File: config.mk
export PLATFORM = sky130hd
export DESIGN_NAME = cpio_newc_archive_stream_parser
export DESIGN_NICKNAME = d
export VERILOG_FILES = /design/src/sv/cnp_pkg.sv /design/src/sv/cpio_newc_archive_stream_parser.sv /design/src/sv/cnp_front.sv /design/src/sv/cnp_queue.sv
export SDC_FILE = /design/constraint.sdc
export NUM_CORES = 1
export LEC_CHECK = 0
export BUFFER_PORTS_ARGS = -buffer_cell sky130_fd_sc_hd__buf_4
export CORE_UTILIZATION = 55
export CTS_CLUSTER_DIAMETER = 60
export DETAILED_ROUTE_END_ITERATION = 12
export PLACE_DENSITY = 0.73
export SLEW_MARGIN = 20
export SYNTH_ARGS = -nofsm -noshare
export SYNTH_HDL_FRONTEND = slang
export SYNTH_SLANG_ARGS = --single-unit
File: constraint.sdc
create_clock -name clk -period 9.95 [get_ports clk]
set_clock_uncertainty 0.1 [all_clocks]
set_input_delay 0 -clock clk [delete_from_list [all_inputs] [get_ports clk]]
set_output_delay 0 -clock clk [all_outputs]
set_load 0.005 [all_outputs]
File: src/sv/cnp_pkg.sv
package cnp_pkg;

  // Fixed header length of a newc entry, in bytes.
  localparam int HdrBytes = 110;

  // Result queue between the parser and the result port.
  localparam int QueueDepth = 4;
  localparam int QueueAddrW = $clog2(QueueDepth);
  localparam int QueueCntW  = $clog2(QueueDepth + 1);

  // Configuration register indexes.
  localparam int CfgIndexW = 2;
  localparam logic [CfgIndexW-1:0] CFG_ARCHIVE_LENGTH = 2'd0;
  localparam logic [CfgIndexW-1:0] CFG_EMIT_DATA      = 2'd1;

  typedef enum logic [2:0] {
    PH_HEADER  = 3'd0,
    PH_NAME    = 3'd1,
    PH_NAMEPAD = 3'd2,
    PH_DATA    = 3'd3,
    PH_DATAPAD = 3'd4,
    PH_DONE    = 3'd5
  } phase_t;

  typedef enum logic [2:0] {
    KIND_NAME       = 3'd0,
    KIND_DATA       = 3'd1,
    KIND_TRAILER    = 3'd2,
    KIND_LENGTH_END = 3'd3,
    KIND_BAD_MAGIC  = 3'd4
  } kind_t;

  typedef enum logic [1:0] {
    CLASS_NORMAL  = 2'd0,
    CLASS_DOT     = 2'd1,
    CLASS_TRAILER = 2'd2
  } entry_class_t;

  // One result request.
  typedef struct packed {
    kind_t        kind;
    logic [7:0]   byte_value;
    logic         last_of_name;
    entry_class_t entry_class;
    logic         is_directory;
    logic [31:0]  file_size;
    logic         last_of_data;
  } res_t;

  // Configuration write request.
  typedef struct packed {
    logic                 en;
    logic [CfgIndexW-1:0] index;
    logic [31:0]          data;
  } cfg_wr_t;

  // Parser status.
  typedef struct packed {
    logic done;
  } front_stat_t;

  // Result queue status.
  typedef struct packed {
    logic                 full;
    logic                 empty;
    logic [QueueCntW-1:0] count;
  } queue_stat_t;

endpackage

File: src/sv/cpio_newc_archive_stream_parser.sv
// Streaming parser for cpio newc archives. Archive bytes are pushed in order
// from offset zero, at most one per clock cycle; each byte is decoded
// in the cycle it is taken, and the result it causes (a name byte, a data byte
// or an end report) goes into a four-entry result queue. in_full rises only
// when that queue holds four results that have not been popped, so the
// sustained rate is one byte per cycle as long as results are drained. After
// the trailer, a bad magic or a length end, further bytes are taken and
// dropped until reset. Configuration writes are always ready and are meant to
// be issued while the parser is idle.
module cpio_newc_archive_stream_parser
  import cnp_pkg::*;
(
  input  logic                 clk,
  input  logic                 rst_n,
  input  logic                 in_push,
  output logic                 in_full,
  input  logic [7:0]           in_archive_byte,
  output logic                 out_empty,
  input  logic                 out_pop,
  output logic [2:0]           out_kind,
  output logic [7:0]           out_byte_value,
  output logic                 out_last_of_name,
  output logic [1:0]           out_entry_class,
  output logic                 out_is_directory,
  output logic [31:0]          out_file_size,
  output logic                 out_last_of_data,
  input  logic                 cfg_valid,
  output logic                 cfg_ready,
  input  logic [CfgIndexW-1:0] cfg_index,
  input  logic [31:0]          cfg_data
);

  logic        in_take;
  logic        res_wr;
  res_t        res;
  res_t        head;
  cfg_wr_t     cfg_wr;
  front_stat_t f_stat;
  queue_stat_t q_stat;

  assign cfg_ready    = 1'b1;
  assign cfg_wr.en    = cfg_valid & cfg_ready;
  assign cfg_wr.index = cfg_index;
  assign cfg_wr.data  = cfg_data;

  assign in_full = q_stat.full;
  assign in_take = in_push & ~q_stat.full;

  // Byte classification and entry tracking.
  cnp_front u_front (
    .clk     (clk),
    .rst_n   (rst_n),
    .in_take (in_take),
    .in_byte (in_archive_byte),
    .cfg_wr  (cfg_wr),
    .res_wr  (res_wr),
    .res     (res),
    .stat    (f_stat)
  );

  // Result queue toward the consumer.
  cnp_queue u_queue (
    .clk     (clk),
    .rst_n   (rst_n),
    .wr_en   (res_wr),
    .wr_data (res),
    .rd_en   (out_pop),
    .rd_data (head),
    .stat    (q_stat)
  );

  assign out_empty        = q_stat.empty;
  assign out_kind         = head.kind;
  assign out_byte_value   = head.byte_value;
  assign out_last_of_name = head.last_of_name;
  assign out_entry_class  = head.entry_class;
  assign out_is_directory = head.is_directory;
  assign out_file_size    = head.file_size;
  assign out_last_of_data = head.last_of_data;

  // A result request is never raised while the queue is full.
  a_no_write_when_full: assert property (@(posedge clk) disable iff (!rst_n)
    res_wr |-> !q_stat.full)
    else $error("result request raised while queue full");

  // Once parsing has ended, no further result is produced.
  a_silent_after_end: assert property (@(posedge clk) disable iff (!rst_n)
    f_stat.done |-> !res_wr)
    else $error("result produced after end of parsing");

  // A pop with no concurrent write lowers the fill count by one.
  a_pop_drains: assert property (@(posedge clk) disable iff (!rst_n)
    (out_pop && !q_stat.empty && !res_wr) |=>
      (q_stat.count == QueueCntW'($past(q_stat.count) - 1'b1)))
    else $error("queue count did not drop on pop");

endmodule

File: src/sv/cnp_front.sv
module cnp_front
  import cnp_pkg::*;
(
  input  logic        clk,
  input  logic        rst_n,
  input  logic        in_take,
  input  logic [7:0]  in_byte,
  input  cfg_wr_t     cfg_wr,
  output logic        res_wr,
  output res_t        res,
  output front_stat_t stat
);

  // Value of one ASCII hex digit; anything else counts as all ones.
  function automatic logic [31:0] hex_val(input logic [7:0] c);
    logic [31:0] v;
    v = 32'hFFFF_FFFF;
    if (c >= 8'h30 && c <= 8'h39) v = {24'd0, c - 8'h30};
    else if (c >= 8'h41 && c <= 8'h46) v = {24'd0, c - 8'h37};
    else if (c >= 8'h61 && c <= 8'h66) v = {24'd0, c - 8'h57};
    return v;
  endfunction

  function automatic logic [7:0] magic_char(input logic [2:0] p);
    logic [7:0] c;
    case (p)
      3'd0, 3'd2, 3'd4: c = 8'h30;
      3'd1, 3'd3:       c = 8'h37;
      3'd5:             c = 8'h31;
      default:          c = 8'h00;
    endcase
    return c;
  endfunction

  // "TRAILER!!!" followed by its NUL.
  function automatic logic [7:0] trailer_char(input logic [3:0] p);
    logic [7:0] c;
    case (p)
      4'd0:             c = 8'h54;
      4'd1:             c = 8'h52;
      4'd2:             c = 8'h41;
      4'd3:             c = 8'h49;
      4'd4:             c = 8'h4C;
      4'd5:             c = 8'h45;
      4'd6:             c = 8'h52;
      4'd7, 4'd8, 4'd9: c = 8'h21;
      default:          c = 8'h00;
    endcase
    return c;
  endfunction

  phase_t      phase_r, phase_nxt;
  logic [31:0] off_r, off_nxt;
  logic [31:0] acc_r, acc_nxt;
  logic [6:0]  hpos_r, hpos_nxt;
  logic        mgood_r, mgood_nxt;
  logic [31:0] mode_r, mode_nxt;
  logic [31:0] nlen_r, nlen_nxt;
  logic [31:0] dlen_r, dlen_nxt;
  logic [31:0] left_r, left_nxt;
  logic        tmatch_r, tmatch_nxt;
  logic        dmatch_r, dmatch_nxt;
  logic [3:0]  npos_r, npos_nxt;
  logic [31:0] arch_len_r;
  logic        emit_r;

  logic [1:0]  pad;
  logic [31:0] acc_sum;
  logic        mg, tm, dm, trl, show;
  logic [3:0]  np;

  // Configuration registers.
  always_ff @(posedge clk) begin
    if (!rst_n) begin
      arch_len_r <= 32'hFFFF_FFFF;
      emit_r     <= 1'b1;
    end else if (cfg_wr.en) begin
      case (cfg_wr.index)
        CFG_ARCHIVE_LENGTH: arch_len_r <= cfg_wr.data;
        CFG_EMIT_DATA:      emit_r     <= cfg_wr.data[0];
        default:            ;
      endcase
    end
  end

  // Parser state.
  always_ff @(posedge clk) begin
    if (!rst_n) begin
      phase_r  <= PH_HEADER;
      off_r    <= '0;
      acc_r    <= '0;
      hpos_r   <= '0;
      mgood_r  <= 1'b1;
      mode_r   <= '0;
      nlen_r   <= '0;
      dlen_r   <= '0;
      left_r   <= '0;
      tmatch_r <= 1'b1;
      dmatch_r <= 1'b1;
      npos_r   <= '0;
    end else begin
      phase_r  <= phase_nxt;
      off_r    <= off_nxt;
      acc_r    <= acc_nxt;
      hpos_r   <= hpos_nxt;
      mgood_r  <= mgood_nxt;
      mode_r   <= mode_nxt;
      nlen_r   <= nlen_nxt;
      dlen_r   <= dlen_nxt;
      left_r   <= left_nxt;
      tmatch_r <= tmatch_nxt;
      dmatch_r <= dmatch_nxt;
      npos_r   <= npos_nxt;
    end
  end

  // Classify one byte and build its result request.
  always_comb begin
    phase_nxt  = phase_r;
    off_nxt    = off_r;
    acc_nxt    = acc_r;
    hpos_nxt   = hpos_r;
    mgood_nxt  = mgood_r;
    mode_nxt   = mode_r;
    nlen_nxt   = nlen_r;
    dlen_nxt   = dlen_r;
    left_nxt   = left_r;
    tmatch_nxt = tmatch_r;
    dmatch_nxt = dmatch_r;
    npos_nxt   = npos_r;

    res_wr           = 1'b0;
    res.kind         = KIND_NAME;
    res.byte_value   = 8'd0;
    res.last_of_name = 1'b0;
    res.entry_class  = CLASS_NORMAL;
    res.is_directory = 1'b0;
    res.file_size    = dlen_r;
    res.last_of_data = 1'b0;

    // Padding needed after the byte now taken, to the next multiple of four.
    pad     = 2'(2'd0 - 2'(off_r[1:0] + 2'd1));
    acc_sum = (acc_r << 4) + hex_val(in_byte);
    mg      = mgood_r & ((hpos_r >= 7'd6) | (in_byte == magic_char(hpos_r[2:0])));
    tm      = tmatch_r & ((npos_r >= 4'd11) | (in_byte == trailer_char(npos_r)));
    dm      = dmatch_r & ((npos_r >= 4'd2)
              | (in_byte == (npos_r[0] ? 8'h00 : 8'h2E)));
    np      = (npos_r == 4'd15) ? npos_r : 4'(npos_r + 4'd1);
    trl     = tm & (np >= 4'd11);
    show    = emit_r & ~(dmatch_r & (npos_r >= 4'd2));

    if (in_take && phase_r != PH_DONE) begin
      off_nxt = off_r + 32'd1;
      case (phase_r)
        PH_HEADER: begin
          if (hpos_r == 7'd0 && off_r >= arch_len_r) begin
            res_wr    = 1'b1;
            res.kind  = KIND_LENGTH_END;
            phase_nxt = PH_DONE;
          end else begin
            mgood_nxt = mg;
            acc_nxt   = acc_sum;
            if (hpos_r == 7'd5 && !mg) begin
              res_wr    = 1'b1;
              res.kind  = KIND_BAD_MAGIC;
              phase_nxt = PH_DONE;
            end else begin
              if (hpos_r == 7'd21)  mode_nxt = acc_sum;
              if (hpos_r == 7'd61)  dlen_nxt = acc_sum;
              if (hpos_r == 7'd101) nlen_nxt = acc_sum;
              if (hpos_r == 7'(HdrBytes - 1)) begin
                hpos_nxt = '0;
                if (nlen_r == 32'd0) begin
                  // An empty name is reported as bad magic.
                  res_wr    = 1'b1;
                  res.kind  = KIND_BAD_MAGIC;
                  phase_nxt = PH_DONE;
                end else begin
                  phase_nxt  = PH_NAME;
                  left_nxt   = nlen_r;
                  npos_nxt   = '0;
                  tmatch_nxt = 1'b1;
                  dmatch_nxt = 1'b1;
                end
              end else begin
                hpos_nxt = 7'(hpos_r + 7'd1);
              end
            end
          end
        end

        PH_NAME: begin
          tmatch_nxt     = tm;
          dmatch_nxt     = dm;
          npos_nxt       = np;
          left_nxt       = left_r - 32'd1;
          res_wr         = 1'b1;
          res.byte_value = in_byte;
          if (left_r == 32'd1) begin
            res.last_of_name = 1'b1;
            res.is_directory = (mode_r[15:12] == 4'b0100);
            if (trl) res.entry_class = CLASS_TRAILER;
            else if (dm && np >= 4'd2) res.entry_class = CLASS_DOT;
            if (trl) begin
              res.kind  = KIND_TRAILER;
              phase_nxt = PH_DONE;
            end else if (pad != 2'd0) begin
              phase_nxt = PH_NAMEPAD;
              left_nxt  = {30'd0, pad};
            end else if (dlen_r != 32'd0) begin
              phase_nxt = PH_DATA;
              left_nxt  = dlen_r;
            end else begin
              phase_nxt = PH_HEADER;
              hpos_nxt  = '0;
              mgood_nxt = 1'b1;
            end
          end
        end

        PH_NAMEPAD: begin
          left_nxt = left_r - 32'd1;
          if (left_r == 32'd1) begin
            if (dlen_r != 32'd0) begin
              phase_nxt = PH_DATA;
              left_nxt  = dlen_r;
            end else if (pad != 2'd0) begin
              phase_nxt = PH_DATAPAD;
              left_nxt  = {30'd0, pad};
            end else begin
              phase_nxt = PH_HEADER;
              hpos_nxt  = '0;
              mgood_nxt = 1'b1;
            end
          end
        end

        PH_DATA: begin
          left_nxt = left_r - 32'd1;
          if (show) begin
            res_wr           = 1'b1;
            res.kind         = KIND_DATA;
            res.byte_value   = in_byte;
            res.last_of_data = (left_r == 32'd1);
          end
          if (left_r == 32'd1) begin
            if (pad != 2'd0) begin
              phase_nxt = PH_DATAPAD;
              left_nxt  = {30'd0, pad};
            end else begin
              phase_nxt = PH_HEADER;
              hpos_nxt  = '0;
              mgood_nxt = 1'b1;
            end
          end
        end

        PH_DATAPAD: begin
          left_nxt = left_r - 32'd1;
          if (left_r == 32'd1) begin
            phase_nxt = PH_HEADER;
            hpos_nxt  = '0;
            mgood_nxt = 1'b1;
          end
        end

        default: phase_nxt = PH_DONE;
      endcase
    end
  end

  assign stat.done = (phase_r == PH_DONE);

endmodule

File: src/sv/cnp_queue.sv
module cnp_queue
  import cnp_pkg::*;
(
  input  logic        clk,
  input  logic        rst_n,
  input  logic        wr_en,
  input  res_t        wr_data,
  input  logic        rd_en,
  output res_t        rd_data,
  output queue_stat_t stat
);

  res_t                  mem_r [QueueDepth];
  logic [QueueAddrW-1:0] wr_ptr_r, wr_ptr_nxt;
  logic [QueueAddrW-1:0] rd_ptr_r, rd_ptr_nxt;
  logic [QueueCntW-1:0]  cnt_r, cnt_nxt;
  logic                  do_wr, do_rd;

  assign stat.full  = (cnt_r == QueueCntW'(QueueDepth));
  assign stat.empty = (cnt_r == '0);
  assign stat.count = cnt_r;

  assign do_wr = wr_en & ~stat.full;
  assign do_rd = rd_en & ~stat.empty;

  // Pointer and fill count update.
  always_comb begin
    wr_ptr_nxt = do_wr ? QueueAddrW'(wr_ptr_r + 1'b1) : wr_ptr_r;
    rd_ptr_nxt = do_rd ? QueueAddrW'(rd_ptr_r + 1'b1) : rd_ptr_r;
    cnt_nxt    = cnt_r;
    if (do_wr && !do_rd) cnt_nxt = QueueCntW'(cnt_r + 1'b1);
    else if (do_rd && !do_wr) cnt_nxt = QueueCntW'(cnt_r - 1'b1);
  end

  always_ff @(posedge clk) begin
    if (!rst_n) begin
      wr_ptr_r <= '0;
      rd_ptr_r <= '0;
      cnt_r    <= '0;
    end else begin
      wr_ptr_r <= wr_ptr_nxt;
      rd_ptr_r <= rd_ptr_nxt;
      cnt_r    <= cnt_nxt;
    end
  end

  // Entry storage.
  always_ff @(posedge clk) begin
    if (do_wr) mem_r[wr_ptr_r] <= wr_data;
  end

  assign rd_data = mem_r[rd_ptr_r];

endmodule

After elaboration in Yosys (flattened, before gate mapping) --
Memory sizes are Yosys's and may differ from the RTL's. A register that Yosys moved wholly into a read port is not among the register bits. Cells that the tools add are included.
Storage, ports and cells: bits in registers 229, bits in latches 0, memory bits (writable) 192, bits in read-only memories 112, bits of input ports 47, output and inout port bits 51, memories 2
Memory list:
- u_queue.mem_r | depth 4, width 48, rd ports 1, clocked after Yosys merged registers in 1, wr ports 1, line cnp_queue.sv:13 | res_t mem_r [QueueDepth];
- (no name shown) | depth 16, width 7, rd ports 1, clocked after Yosys merged registers in 1, wr ports 0, line cnp_front.sv:38 | case (p)
Cells by class: $add $sub $neg 14, $mul 0, divide/modulo/power cells 0, magnitude comparators 12, equality and inequality tests 36, shift-type cells 0, muxes and demuxes 100, bitwise logic cells 17, reduce and logical (&&, ||, !) cells 36
Operators by type and width (count):
- $mux 32 | 15
- $pmux 32 s5 | 1
- $mux 7 | 12
- $mux 3 | 18
- $mux 4 | 9
- $pmux 7 s5 | 1
- $add 32x1->32 const B | 1
- $add 32x32->32 | 1
- $eq 32x1->1 const B | 1
- $ge 32x32->1 | 1
- $logic_not 32->1 | 1
- $reduce_bool 32->1 | 1
- $sub 32x1->32 const B | 1
- $mux 1 | 26
- $pmux 6 s3 | 1
- $reduce_and 6->1 | 3
- $eq 8x8->1 | 2
- $ge 8x7->1 const B | 2
- $le 8x7->1 const B | 2
- $pmux 8 s2 | 1
- $sub 8x6->8 const B | 2
- $mux 15 | 1
- $pmux 3 s5 | 1
- $reduce_and 5->1 | 3
- other kinds (51) | 108

Logic depth before layout (Yosys ltp) --
Gate-level depths: netlist of the first run.
depth in word-level cells 17, depth in mapped cells 20, gate-level depth less buffers 19

Hierarchy --
From an unflattened synthesis of the first run, not the netlist that was laid out.
Second synthesis, totals: cell total of the unflattened synthesis 1984, area total of the unflattened synthesis 20382.0 sq um
By module, submodules not included:
- cnp_front | instances 1, cells each 1683, area an instance 12956.2 sq um, seq. area each 4344.2 sq um
- cnp_queue | instances 1, cells each 298, area an instance 7400.8 sq um, seq. area each 5945.7 sq um
- cpio_newc_archive_stream_parser | instances 1, cells each 3, area an instance 25.0 sq um, seq. area each 0.0 sq um

Least setup slack after synthesis of the first run --
Ideal clock, no wire load.
kind input -> register, from in in_archive_byte[0], to reg u_front.acc_r[18], arrival 4.347 ns, path slack 5.432 ns, stages 18, path through clkbuf_1 -> or4b_2 -> a32oi_1 -> o211ai_1 -> and3_1 -> clkbuf_1 -> nand2b_1 -> ha_1 -> inv_1 -> fa_1 -> nor2b_1 -> o31a_1 -> o41ai_1 -> a21boi_0 -> o21a_1 -> o311ai_0 -> nand3_1 -> a21oi_1
Between the ends: word-level cells in the longest chain between the ends 6, elaborated cells on any way between the ends 16
RTL lines:
- start: declaration | line cpio_newc_archive_stream_parser.sv:17 | input logic [7:0] in_archive_byte,
- $ge 8x7->1 / $le 8x7->1 (equally long branches) | line cnp_front.sv:20 | else if (c >= 8'h61 && c <= 8'h66) v = {24'd0, c - 8'h57};
- $logic_and 1x1->1 | line cnp_front.sv:20
- $mux 32 | line cnp_front.sv:20
- $mux 32 | line cnp_front.sv:19 | else if (c >= 8'h41 && c <= 8'h46) v = {24'd0, c - 8'h37};
- $mux 32 * | line cnp_front.sv:18 | if (c >= 8'h30 && c <= 8'h39) v = {24'd0, c - 8'h30};
- $add 32x32->32 * | line cnp_front.sv:143 | acc_sum = (acc_r << 4) + hex_val(in_byte);
- end signal: assignment | line cnp_front.sv:104 | acc_r <= acc_nxt;
- end: declaration | line cnp_front.sv:54 | logic [31:0] acc_r, acc_nxt;
Mark *: on every way between the ends. The rest lies on a longest branch, timed or not. A chain may end at the register's enable or synchronous reset.

Worst setup path after layout of the first run --
Same ends and word-level chain as after synthesis.

==> impl_results.html, run 1 <==
<table>
<tr><th>Metric</th><th>Value</th></tr>
<tr><th colspan="2">Clock network</th></tr>
<tr><td>Buffer depth of the longest clock path</td><td>3</td></tr>
<tr><td>Number of buffers created by CTS</td><td>45</td></tr>
<tr><td>Clock transition at the register clock pins on the worst setup and hold paths after CTS</td><td>0.06 ns</td></tr>
<tr><td>Clk_lat worst skew</td><td>0.55 ns</td></tr>
<tr><td>Root cell of the clock tree</td><td>clkbuf_16</td></tr>
<tr><td>Post-CTS setup-driven buffer insertion count</td><td>0</td></tr>
<tr><td>Num Clock Sinks</td><td>418</td></tr>
<tr><td>TritonCTS clock tree</td><td>done</td></tr>
<tr><td>Count of cells resized by post-cts repair</td><td>0</td></tr>
<tr><td>H-tree depth</td><td>2</td></tr>
<tr><th colspan="2">Global route</th></tr>
<tr><td>First-pass GRT wire length</td><td>85600 µm</td></tr>
<tr><td>Grt total ovfl</td><td>0</td></tr>
<tr><td>Maximum number of pins on one net before global-route repair</td><td>82</td></tr>
<tr><td>Overall routing resource usage</td><td>27.9%</td></tr>
<tr><td>Vias in the first global route</td><td>16000</td></tr>
<tr><td>Number of antenna violations at the first check in global routing</td><td>0</td></tr>
<tr><th colspan="2">Placed design</th></tr>
<tr><td>Final HPWL from detailed placement</td><td>35300 µm</td></tr>
<tr><td>Last weighted congestion value of the routability-driven placer</td><td>0.914</td></tr>
<tr><td>Quantity of I/O buffers inserted on ports</td><td>96</td></tr>
<tr><th colspan="2">Yosys</th></tr>
<tr><td>Number of synthesized register bits</td><td>418</td></tr>
<tr><td>Number of library cell types mapped by synthesis</td><td>89</td></tr>
<tr><td>Warnings, synthesis</td><td>0</td></tr>
<tr><td>Fraction of the yosys area taken by sequential cells</td><td>49.8%</td></tr>
<tr><td>Share of flip-flops with an asynchronous set or reset after synthesis</td><td>0%</td></tr>
<tr><td>Number of flops mapped to enable cells by yosys</td><td>192</td></tr>
<tr><td>Cell area after technology mapping</td><td>0.0207 mm²</td></tr>
<tr><td>Average cell area after synthesis</td><td>10.2 µm²</td></tr>
<tr><td>Synthesized net count</td><td>2155</td></tr>
<tr><td>Main flop type after synthesis</td><td>dfxtp_1</td></tr>
<tr><td>Cell count after synthesis</td><td>2024</td></tr>
<tr><th colspan="2">Setup path</th></tr>
<tr><td>Cell family contributing the most delay on the critical path</td><td>compound AO/OA/AOI/OAI gates</td></tr>
<tr><td>Delay of the slowest cell on the worst path</td><td>0.75 ns</td></tr>
<tr><td>Maximum fanout along the worst path</td><td>29</td></tr>
<tr><td>Crit. End Element</td><td>register</td></tr>
<tr><td>Required time worst endpoint</td><td>10.32 ns</td></tr>
<tr><td>Buffers plus inverters on the worst setup path</td><td>5</td></tr>
<tr><td>Slowest stage cell on the critical path</td><td>o41ai_1</td></tr>
<tr><td>Crit Path Category</td><td>primary input to register</td></tr>
<tr><td>Ordered list of cells on the worst path</td><td>dlygate4sd3_1 -&gt; buf_4 -&gt; inv_1 -&gt; ha_1 -&gt; o21bai_1 -&gt; a21boi_0 -&gt; o21ai_1 -&gt; and3_1 -&gt; buf_4 -&gt; nand2b_1 -&gt; ha_1 -&gt; inv_1 -&gt; fa_1 -&gt; nor2b_1 -&gt; o31a_1 -&gt; o41ai_1 -&gt; a21boi_0 -&gt; o21a_1 -&gt; o311ai_0 -&gt; nand3_1 -&gt; a21oi_1</td></tr>
<tr><td>CP Launch Type</td><td>primary input</td></tr>
<tr><td>Arrival time reported for the critical path endpoint</td><td>5.52 ns</td></tr>
<tr><th colspan="2">Power and ir drop</th></tr>
<tr><td>Internal Pwr Total</td><td>3.49 mW</td></tr>
<tr><td>Flop pwr share</td><td>38.5%</td></tr>
<tr><td>Combinational share of power</td><td>28.5%</td></tr>
<tr><td>IR Drop Worst-Case VDD</td><td>0.000110 V</td></tr>
<tr><td>Net switching share of the total power</td><td>31.6%</td></tr>
<tr><td>Net switching power of the design</td><td>1.61 mW</td></tr>
<tr><td>Share of power burned in the clock network</td><td>33.0%</td></tr>
<tr><td>Pwr per Cell Area</td><td>212 mW/mm²</td></tr>
<tr><td>Leakage power of the design</td><td>8.59 nW</td></tr>
<tr><td>Power Total</td><td>5.11 mW</td></tr>
<tr><th colspan="2">STA</th></tr>
<tr><td>Maximum clock frequency</td><td>194 MHz</td></tr>
<tr><td>Endpoints failing setup</td><td>0</td></tr>
<tr><td>Worst-margin pin slew</td><td>1.15 ns</td></tr>
<tr><td>Count of final max-slew check failures</td><td>0</td></tr>
<tr><td>Unrepaired setup endpoints after global routing</td><td>false</td></tr>
<tr><td>Clock period minus final worst setup slack</td><td>5.15 ns</td></tr>
<tr><td>Setup Total Neg Slack</td><td>0 ns</td></tr>
<tr><td>Final count of hold timing violations</td><td>0</td></tr>
<tr><td>Final-layout worst hold slack</td><td>0.350 ns</td></tr>
<tr><td>Worst relative slew slack</td><td>23.2%</td></tr>
<tr><td>Post-route fraction of the period consumed by the critical path</td><td>51.8%</td></tr>
<tr><th colspan="2">Final layout</th></tr>
<tr><td>Antenna diode count</td><td>0</td></tr>
<tr><td>P&amp;R area growth vs syn</td><td>16.3%</td></tr>
<tr><td>Share of layout cells above drive strength 1</td><td>12.8%</td></tr>
<tr><td>Final Net Count</td><td>2291</td></tr>
<tr><th colspan="2">Drt</th></tr>
<tr><td>Iter 0 DRT Violations</td><td>1430</td></tr>
<tr><td>Routed wire length</td><td>53600 µm</td></tr>
<tr><td>Iteration count of the initial detailed-routing pass</td><td>6</td></tr>
<tr><td>Final ANT Viol Nets</td><td>0</td></tr>
<tr><td>Routed length per placed instance</td><td>20.1 µm</td></tr>
<tr><td>Remaining design rule violation count</td><td>0</td></tr>
<tr><td>Vias</td><td>16500</td></tr>
<tr><td>Via/cell ratio</td><td>6.21</td></tr>
<tr><th colspan="2">Floorplanning</th></tr>
<tr><td>Std-Cell Core Area</td><td>0.0368 mm²</td></tr>
<tr><td>I/O pin cnt</td><td>98</td></tr>
<tr><td>Core Rows</td><td>70</td></tr>
<tr><td>Horiz. Die Dim</td><td>196 µm</td></tr>
<tr><td>Initial standard-cell utilization of the core</td><td>56.2%</td></tr>
<tr><td>DIE AREA</td><td>0.0384 mm²</td></tr>
<tr><td>Chip height</td><td>196 µm</td></tr>
<tr><th colspan="2">Outcome</th></tr>
<tr><td>Result of the run</td><td>completed</td></tr>
<tr><th colspan="2">Flow run</th></tr>
<tr><td>Max_cap viols</td><td>0</td></tr>
<tr><th colspan="2">Min path</th></tr>
<tr><td>Worst Hold Class</td><td>primary input to register</td></tr>
</table>
## cells in the final DEF (no fill, tap or decap), drive strengths merged, types with 19 or more instances in the layout
cell,instances
dfxtp,226
or3,35
a21oi,150
a211oi,30
xor2,37
inv,73
xnor2,38
buf,122
edfxtp,192
o211ai,53
mux4,48
dlygate4sd3,78
nor2,135
o21ai,112
nand4,29
clkbuf,66
a31oi,28
nor3,26
nor4,35
ha,82
nand2b,19
and2,25
nand3,67
nand2,226
## through the flow
step / instances / util (%) / area [µm²] / setup WS [ns]
2_1_floorplan: 2024 / - / 20700 / 5.43
3_3_place_gp: 2503 / 59.2 / 21800 / 4.98
3_5_place_dp: 2503 / 59.2 / 21800 / 4.85
4_1_cts: 2664 / 65.3 / 24000 / 4.83
5_1_grt: 2664 / 65.3 / 24000 / 4.22
6_report: 2664 / 65.3 / 24000 / 4.80
## cell families (layout without fill, tap and decap cells)
logic type	Yosys count	after routing	share of synthesized area, %
XOR/XNOR	75	75	3.18
buffers and inverters	181	353	3.38
other	1	1	0.0181
AO/OA/AOI/OAI	515	515	16.0
adder cells (fa/ha/maj)	84	84	5.16
AND/OR/NAND/NOR	681	681	16.3
multiplexers	69	69	6.26
flip-flops	418	418	49.8
## synth_stat cells, types with 7 or more instances
cell	number	area share (%)
buf_1	14	0.25
o311ai_0	8	0.34
nor2_1	135	2.5
a31oi_1	28	0.85
nand4_1	29	0.88
or3_1	33	1.0
a21o_1	18	0.65
and2_1	24	0.73
mux4_2	48	5.2
o22ai_1	10	0.30
o21ai_0	107	2.6
xnor2_1	38	1.6
ha_1	82	5.0
o221ai_1	9	0.38
nand2b_1	19	0.57
clkbuf_1	89	1.6
or4_1	7	0.25
a21oi_1	150	3.6
a221oi_1	7	0.30
nor2b_1	14	0.42
mux2i_1	18	0.87
o211ai_1	53	1.9
inv_1	68	1.2
xor2_1	37	1.6
a22oi_1	8	0.29
nand3_1	66	1.6
nor4_1	34	1.0
nand2_1	226	4.1
and3_1	15	0.45
dfxtp_1	226	22
a211oi_1	30	1.1
nand3b_1	10	0.36
nor3_1	26	0.63
o21a_1	15	0.54
edfxtp_1	192	28
o21bai_1	7	0.25
or2_2	11	0.33
## sequential cells by signal (all words and copies together) (netlist names), named ones only
| signal | flops |
|---|---|
| u_front.mode_r | 4 |
| u_front.dlen_r | 32 |
| u_front.nlen_r | 32 |
| u_front.mgood_r | 1 |
| u_front.npos_r | 4 |
| u_front.off_r | 32 |
| u_queue.wr_ptr_r | 2 |
| u_queue.rd_ptr_r | 2 |
| u_front.arch_len_r | 32 |
| u_front.emit_r | 1 |
| u_front.phase_r | 3 |
| u_front.left_r | 32 |
| u_queue.cnt_r | 3 |
| u_front.dmatch_r | 1 |
| u_front.acc_r | 28 |
| u_queue.mem_r | 192 |
| u_front.tmatch_r | 1 |
| u_front.hpos_r | 7 |
## layout make-up
cell class              instances  area (µm²)
fillers                      2865       12700
clock buffers                  66        1250
repair buffers                200        1700
clock inverters                17         230
multi-input cells            1425        9710
inverters                      70         265
flip-flops and latches        418       10300
well taps                     468         586
## final timing paths
check | depth (start not counted) | end | start | slack (ns)
max reg2reg | 11 | u_queue.mem_r[3][27] | u_front.hpos_r[1] | 5.15
min reg2reg | 2 | u_front.mode_r[15] | u_front.mode_r[15] | 0.37
min | 5 | register | out_pop | 0.35
max | 21 | u_front.acc_r[18] | in_archive_byte[0] | 4.80
## power by group through the flow
stage	combinational (mW)	clock [mW]	sequential (mW)
6_report	1.46	1.68	1.97
5_1_grt	1.59	1.77	1.98
4_1_cts	1.43	1.70	1.97
3_5_place_dp	1.40	0	2.00
3_3_place_gp	1.38	0	2.00
2_1_floorplan	1.06	0	1.93
## worst min-delay path: cells and delay by family
family                    cells  cell delay (ns)
buffers and inverters         2             0.66
xor gates and xnor gates      1             0.14
and+or+nand+nor               2             0.14
## metal layers
| layer | vias up | part of all wire [%] | GRT usage (%) | wire [µm] |
|---|---|---|---|---|
| met4 | 0 | 2.9 | 8.83 | 1580 |
| met3 | 107 | 7.0 | 3.35 | 3780 |
| met2 | 638 | 47 | 45.8 | 24900 |
| met5 | - | 0 | 0 | 0 |
| li1 | 7801 | - | - | - |
| met1 | 7994 | 43 | 38.6 | 23300 |
## timing repair
item / CTS / global route
endpoints found under the hold margin: 95 / 0
hold buffers: 78 / 0
setup endpoints to repair: 0 / 0
Note: power is estimated with default switching activity, not from simulation.
==> run 2, diff against run 1 <==
Clock period 9.95 ns to 5.4 ns, I/O delays scaled along.
==> run 2 against run 1 <==
Effect of this change: register-to-register slack lost 4.2 ns; non-clock buffer count grew 4; sequential share of layout area shrank 0.076 points; cell count grew 0.11%; global-route usage grew 0.095 points; sequential power grew 84%; design area grew 0.18%; core utilization grew 0.12 points; first-iteration DRC count shrank 2.7%; power grew 85%; clock power grew 85%; highest routed layer unchanged.
==> impl_results.html, run 2 (synthesis results as in run 1) <==
<table>
<tr><th>Metric</th><th>Value</th></tr>
<tr><th colspan="2">STA</th></tr>
<tr><td>Final critical-path setup slack</td><td>0.850 ns (-3.95 ns)</td></tr>
<tr><td>Setup Total Neg Slack</td><td>0 ns (unchanged)</td></tr>
<tr><td>Count of final max-slew check failures</td><td>0 (unchanged)</td></tr>
<tr><td>Post-route fraction of the period consumed by the critical path</td><td>84.3%</td></tr>
<tr><td>Maximum clock frequency</td><td>220 MHz</td></tr>
<tr><td>Worst relative slew slack</td><td>24.1% (+0.93 points)</td></tr>
<tr><td>Endpoints failing setup</td><td>0 (unchanged)</td></tr>
<tr><td>Clock period minus final worst setup slack</td><td>4.55 ns</td></tr>
<tr><td>Worst-margin pin slew</td><td>1.13 ns (-0.0138 ns)</td></tr>
<tr><td>Final count of hold timing violations</td><td>0 (unchanged)</td></tr>
<tr><td>Unrepaired setup endpoints after global routing</td><td>false</td></tr>
<tr><th colspan="2">Global route</th></tr>
<tr><td>First-pass GRT wire length</td><td>86100 µm (+0.60%)</td></tr>
<tr><td>Grt total ovfl</td><td>0 (unchanged)</td></tr>
<tr><td>Maximum number of pins on one net before global-route repair</td><td>91 (+11%)</td></tr>
<tr><td>Vias in the first global route</td><td>16100 (+0.76%)</td></tr>
<tr><td>Overall routing resource usage</td><td>28.0% (+0.095 points)</td></tr>
<tr><td>Number of antenna violations at the first check in global routing</td><td>0 (unchanged)</td></tr>
<tr><th colspan="2">Final layout</th></tr>
<tr><td>Most common cell after layout, fill and taps aside</td><td>nand2_1</td></tr>
<tr><td>Final instance area</td><td>0.0241 mm² (+0.18%)</td></tr>
<tr><td>Share of layout cells above drive strength 1</td><td>13.3% (+0.57 points)</td></tr>
<tr><td>Flip-flop count of the largest register, all copies and words added</td><td>192 (unchanged)</td></tr>
<tr><td>Highest-count cells in the layout ignoring fill and taps</td><td>nand2_1, dfxtp_1, edfxtp_1</td></tr>
<tr><td>Register ranked first by flip-flop count</td><td>u_queue.mem_r</td></tr>
<tr><td>Finished Layout Cells</td><td>2667 (+0.11%)</td></tr>
<tr><td>Antenna diode count</td><td>0 (unchanged)</td></tr>
<tr><td>P&amp;R area growth vs syn</td><td>16.5%</td></tr>
<tr><td>Final Net Count</td><td>2294 (+0.13%)</td></tr>
<tr><th colspan="2">Power and ir drop</th></tr>
<tr><td>Flop pwr share</td><td>38.5% (about the same)</td></tr>
<tr><td>Pwr per Cell Area</td><td>391 mW/mm² (+84%)</td></tr>
<tr><td>Combinational share of power</td><td>28.5% (about the same)</td></tr>
<tr><td>Net switching power of the design</td><td>2.99 mW (+86%)</td></tr>
<tr><td>Internal Pwr Total</td><td>6.43 mW (+84%)</td></tr>
<tr><td>Leakage power of the design</td><td>8.66 nW (+0.82%)</td></tr>
<tr><td>Share of power burned in the clock network</td><td>32.9% (about the same)</td></tr>
<tr><td>Net switching share of the total power</td><td>31.8% (+0.21 points)</td></tr>
<tr><td>IR Drop Worst-Case VDD</td><td>0.000278 V (+150%)</td></tr>
<tr><th colspan="2">Placed design</th></tr>
<tr><td>Last weighted congestion value of the routability-driven placer</td><td>0.913 (about the same)</td></tr>
<tr><td>Number of placed instances, taps included</td><td>2511 (+0.32%)</td></tr>
<tr><td>Post-place instance area</td><td>0.0219 mm² (+0.39%)</td></tr>
<tr><td>Pre-CTS setup slack</td><td>0.880 ns (-3.97 ns)</td></tr>
<tr><td>Quantity of I/O buffers inserted on ports</td><td>96 (unchanged)</td></tr>
<tr><td>Final HPWL from detailed placement</td><td>35900 µm (+1.8%)</td></tr>
<tr><th colspan="2">Drt</th></tr>
<tr><td>Remaining design rule violation count</td><td>0 (unchanged)</td></tr>
<tr><td>Iteration count of the initial detailed-routing pass</td><td>5 (-1)</td></tr>
<tr><td>Routed wire length</td><td>53400 µm (-0.43%)</td></tr>
<tr><td>Via/cell ratio</td><td>6.18 (-0.43%)</td></tr>
<tr><td>Vias</td><td>16500 (-0.32%)</td></tr>
<tr><td>Final ANT Viol Nets</td><td>0 (unchanged)</td></tr>
<tr><td>Routed length per placed instance</td><td>20.0 µm (-0.54%)</td></tr>
<tr><td>Iter 0 DRT Violations</td><td>1392 (-2.7%)</td></tr>
<tr><th colspan="2">Clock network</th></tr>
<tr><td>TritonCTS clock tree</td><td>done</td></tr>
<tr><td>Root cell of the clock tree</td><td>clkbuf_16</td></tr>
<tr><td>Clk_lat worst skew</td><td>0.56 ns (about the same)</td></tr>
<tr><td>Count of cells resized by post-cts repair</td><td>0 (unchanged)</td></tr>
<tr><td>Clock transition at the register clock pins on the worst setup and hold paths after CTS</td><td>0.06 ns (about the same)</td></tr>
<tr><td>Num Clock Sinks</td><td>418 (unchanged)</td></tr>
<tr><td>Number of buffers created by CTS</td><td>44 (-2.2%)</td></tr>
<tr><td>Buffer depth of the longest clock path</td><td>3 (unchanged)</td></tr>
<tr><td>H-tree depth</td><td>2 (unchanged)</td></tr>
<tr><th colspan="2">Setup path</th></tr>
<tr><td>CP Launch Type</td><td>primary input</td></tr>
<tr><td>Arrival time reported for the critical path endpoint</td><td>4.90 ns (-0.62 ns)</td></tr>
<tr><td>Reg-to-reg startpoint</td><td>u_front.hpos_r[3]</td></tr>
<tr><td>Timing endpoint of the critical path</td><td>u_front.nlen_r[30]</td></tr>
<tr><td>Source of the critical timing path</td><td>in_archive_byte[0]</td></tr>
<tr><td>Crit Path Category</td><td>primary input to register</td></tr>
<tr><td>Cell depth of the worst flop-to-flop path</td><td>12 (+1)</td></tr>
<tr><td>Maximum fanout along the worst path</td><td>10 (-66%)</td></tr>
<tr><td>Setup slack on the worst flop-to-flop path</td><td>0.99 ns (-4.16 ns)</td></tr>
<tr><td>Crit. End Element</td><td>register</td></tr>
<tr><td>Required time worst endpoint</td><td>5.75 ns (-4.57 ns)</td></tr>
<tr><td>Worst flop-to-flop path endpoint</td><td>u_queue.cnt_r[2]</td></tr>
<tr><th colspan="2">Floorplanning</th></tr>
<tr><td>DIE AREA</td><td>0.0384 mm² (unchanged)</td></tr>
<tr><td>Horiz. Die Dim</td><td>196 µm (unchanged)</td></tr>
<tr><td>Std-Cell Core Area</td><td>0.0368 mm² (unchanged)</td></tr>
<tr><td>Initial standard-cell utilization of the core</td><td>56.2% (unchanged)</td></tr>
<tr><td>Chip height</td><td>196 µm (unchanged)</td></tr>
<tr><td>I/O pin cnt</td><td>98 (unchanged)</td></tr>
<tr><td>Core Rows</td><td>70 (unchanged)</td></tr>
<tr><th colspan="2">Flow run</th></tr>
<tr><td>Max_cap viols</td><td>0 (unchanged)</td></tr>
<tr><th colspan="2">Min path</th></tr>
<tr><td>Worst Hold Class</td><td>primary input to register</td></tr>
<tr><td>Origin of the worst min-delay path</td><td>cfg_index[1]</td></tr>
<tr><th colspan="2">Outcome</th></tr>
<tr><td>Result of the run</td><td>completed</td></tr>
</table>
## run 2: worst min-delay path by stage
stage               cells past startpoint  slack (ns)                endpoint
finish                                  4        0.05   u_front.arch_len_r[1]
global route                            5        0.09   u_front.arch_len_r[0]
CTS                                     4        0.03   u_front.arch_len_r[1]
detailed placement                      3        0.13  u_front.arch_len_r[15]
global placement                        3        0.12  u_front.arch_len_r[26]
floorplan                               2        0.03          u_front.emit_r
## run 2: repair_timing
item	4_1_cts	5_1_grt
hold endpoints to repair	88	0
hold buffers	74	0
setup buffers	0	0
## run 2: layer usage
layer,vias up,part of all wire (%),GRT usage [%]
li1,7830,-,-
met1,7988,44,38.9
met2,580,47,46.0
met3,89,7.1,4.06
met4,0,2.0,7.26
met5,-,0,0
## run 2: per-stage QoR
stage          util [%]  hold slack (ns)  power [mW]
4_1_cts            65.5           0.0281        9.43
5_1_grt            65.5           0.0899        9.86
2_1_floorplan         -           0.0251        5.52
6_report           65.5           0.0488        9.42
3_5_place_dp       59.4            0.131        6.29
3_3_place_gp       59.4            0.124        6.25
## run 2: power groups by stage
stage | clock network, mW | logic [mW] | registers, mW
2_1_floorplan | 0 | 1.96 | 3.56
3_3_place_gp | 0 | 2.55 | 3.70
3_5_place_dp | 0 | 2.58 | 3.71
4_1_cts | 3.15 | 2.64 | 3.64
5_1_grt | 3.27 | 2.92 | 3.67
6_report | 3.10 | 2.69 | 3.63
## run 2: critical path, stage by stage
cell and delay (ns):
dlygate4sd3_1 0.53, buf_4 0.17, inv_1 0.11, ha_1 0.23, o21bai_1 0.13, a21boi_0 0.12
o21ai_1 0.54, nor2b_1 0.24, xnor2_1 0.13, nand2b_1 0.10, ha_1 0.23, inv_1 0.08
fa_1 0.20, nor2b_1 0.07, o31a_1 0.27, o41ai_1 0.27, buf_4 0.19, nand4_1 0.16
a41o_1 0.32, a2111oi_0 0.49, o22a_1 0.25, a21oi_1 0.06
## run 2: area by class of cell
cell class | instances | area, µm²
fill | 2839 | 12700
clock inverter | 24 | 284
timing repair buffer | 204 | 1740
sequential | 418 | 10300
clock buffer | 58 | 1200
inverter | 70 | 265
tap | 468 | 586
multi-input combinational | 1425 | 9700
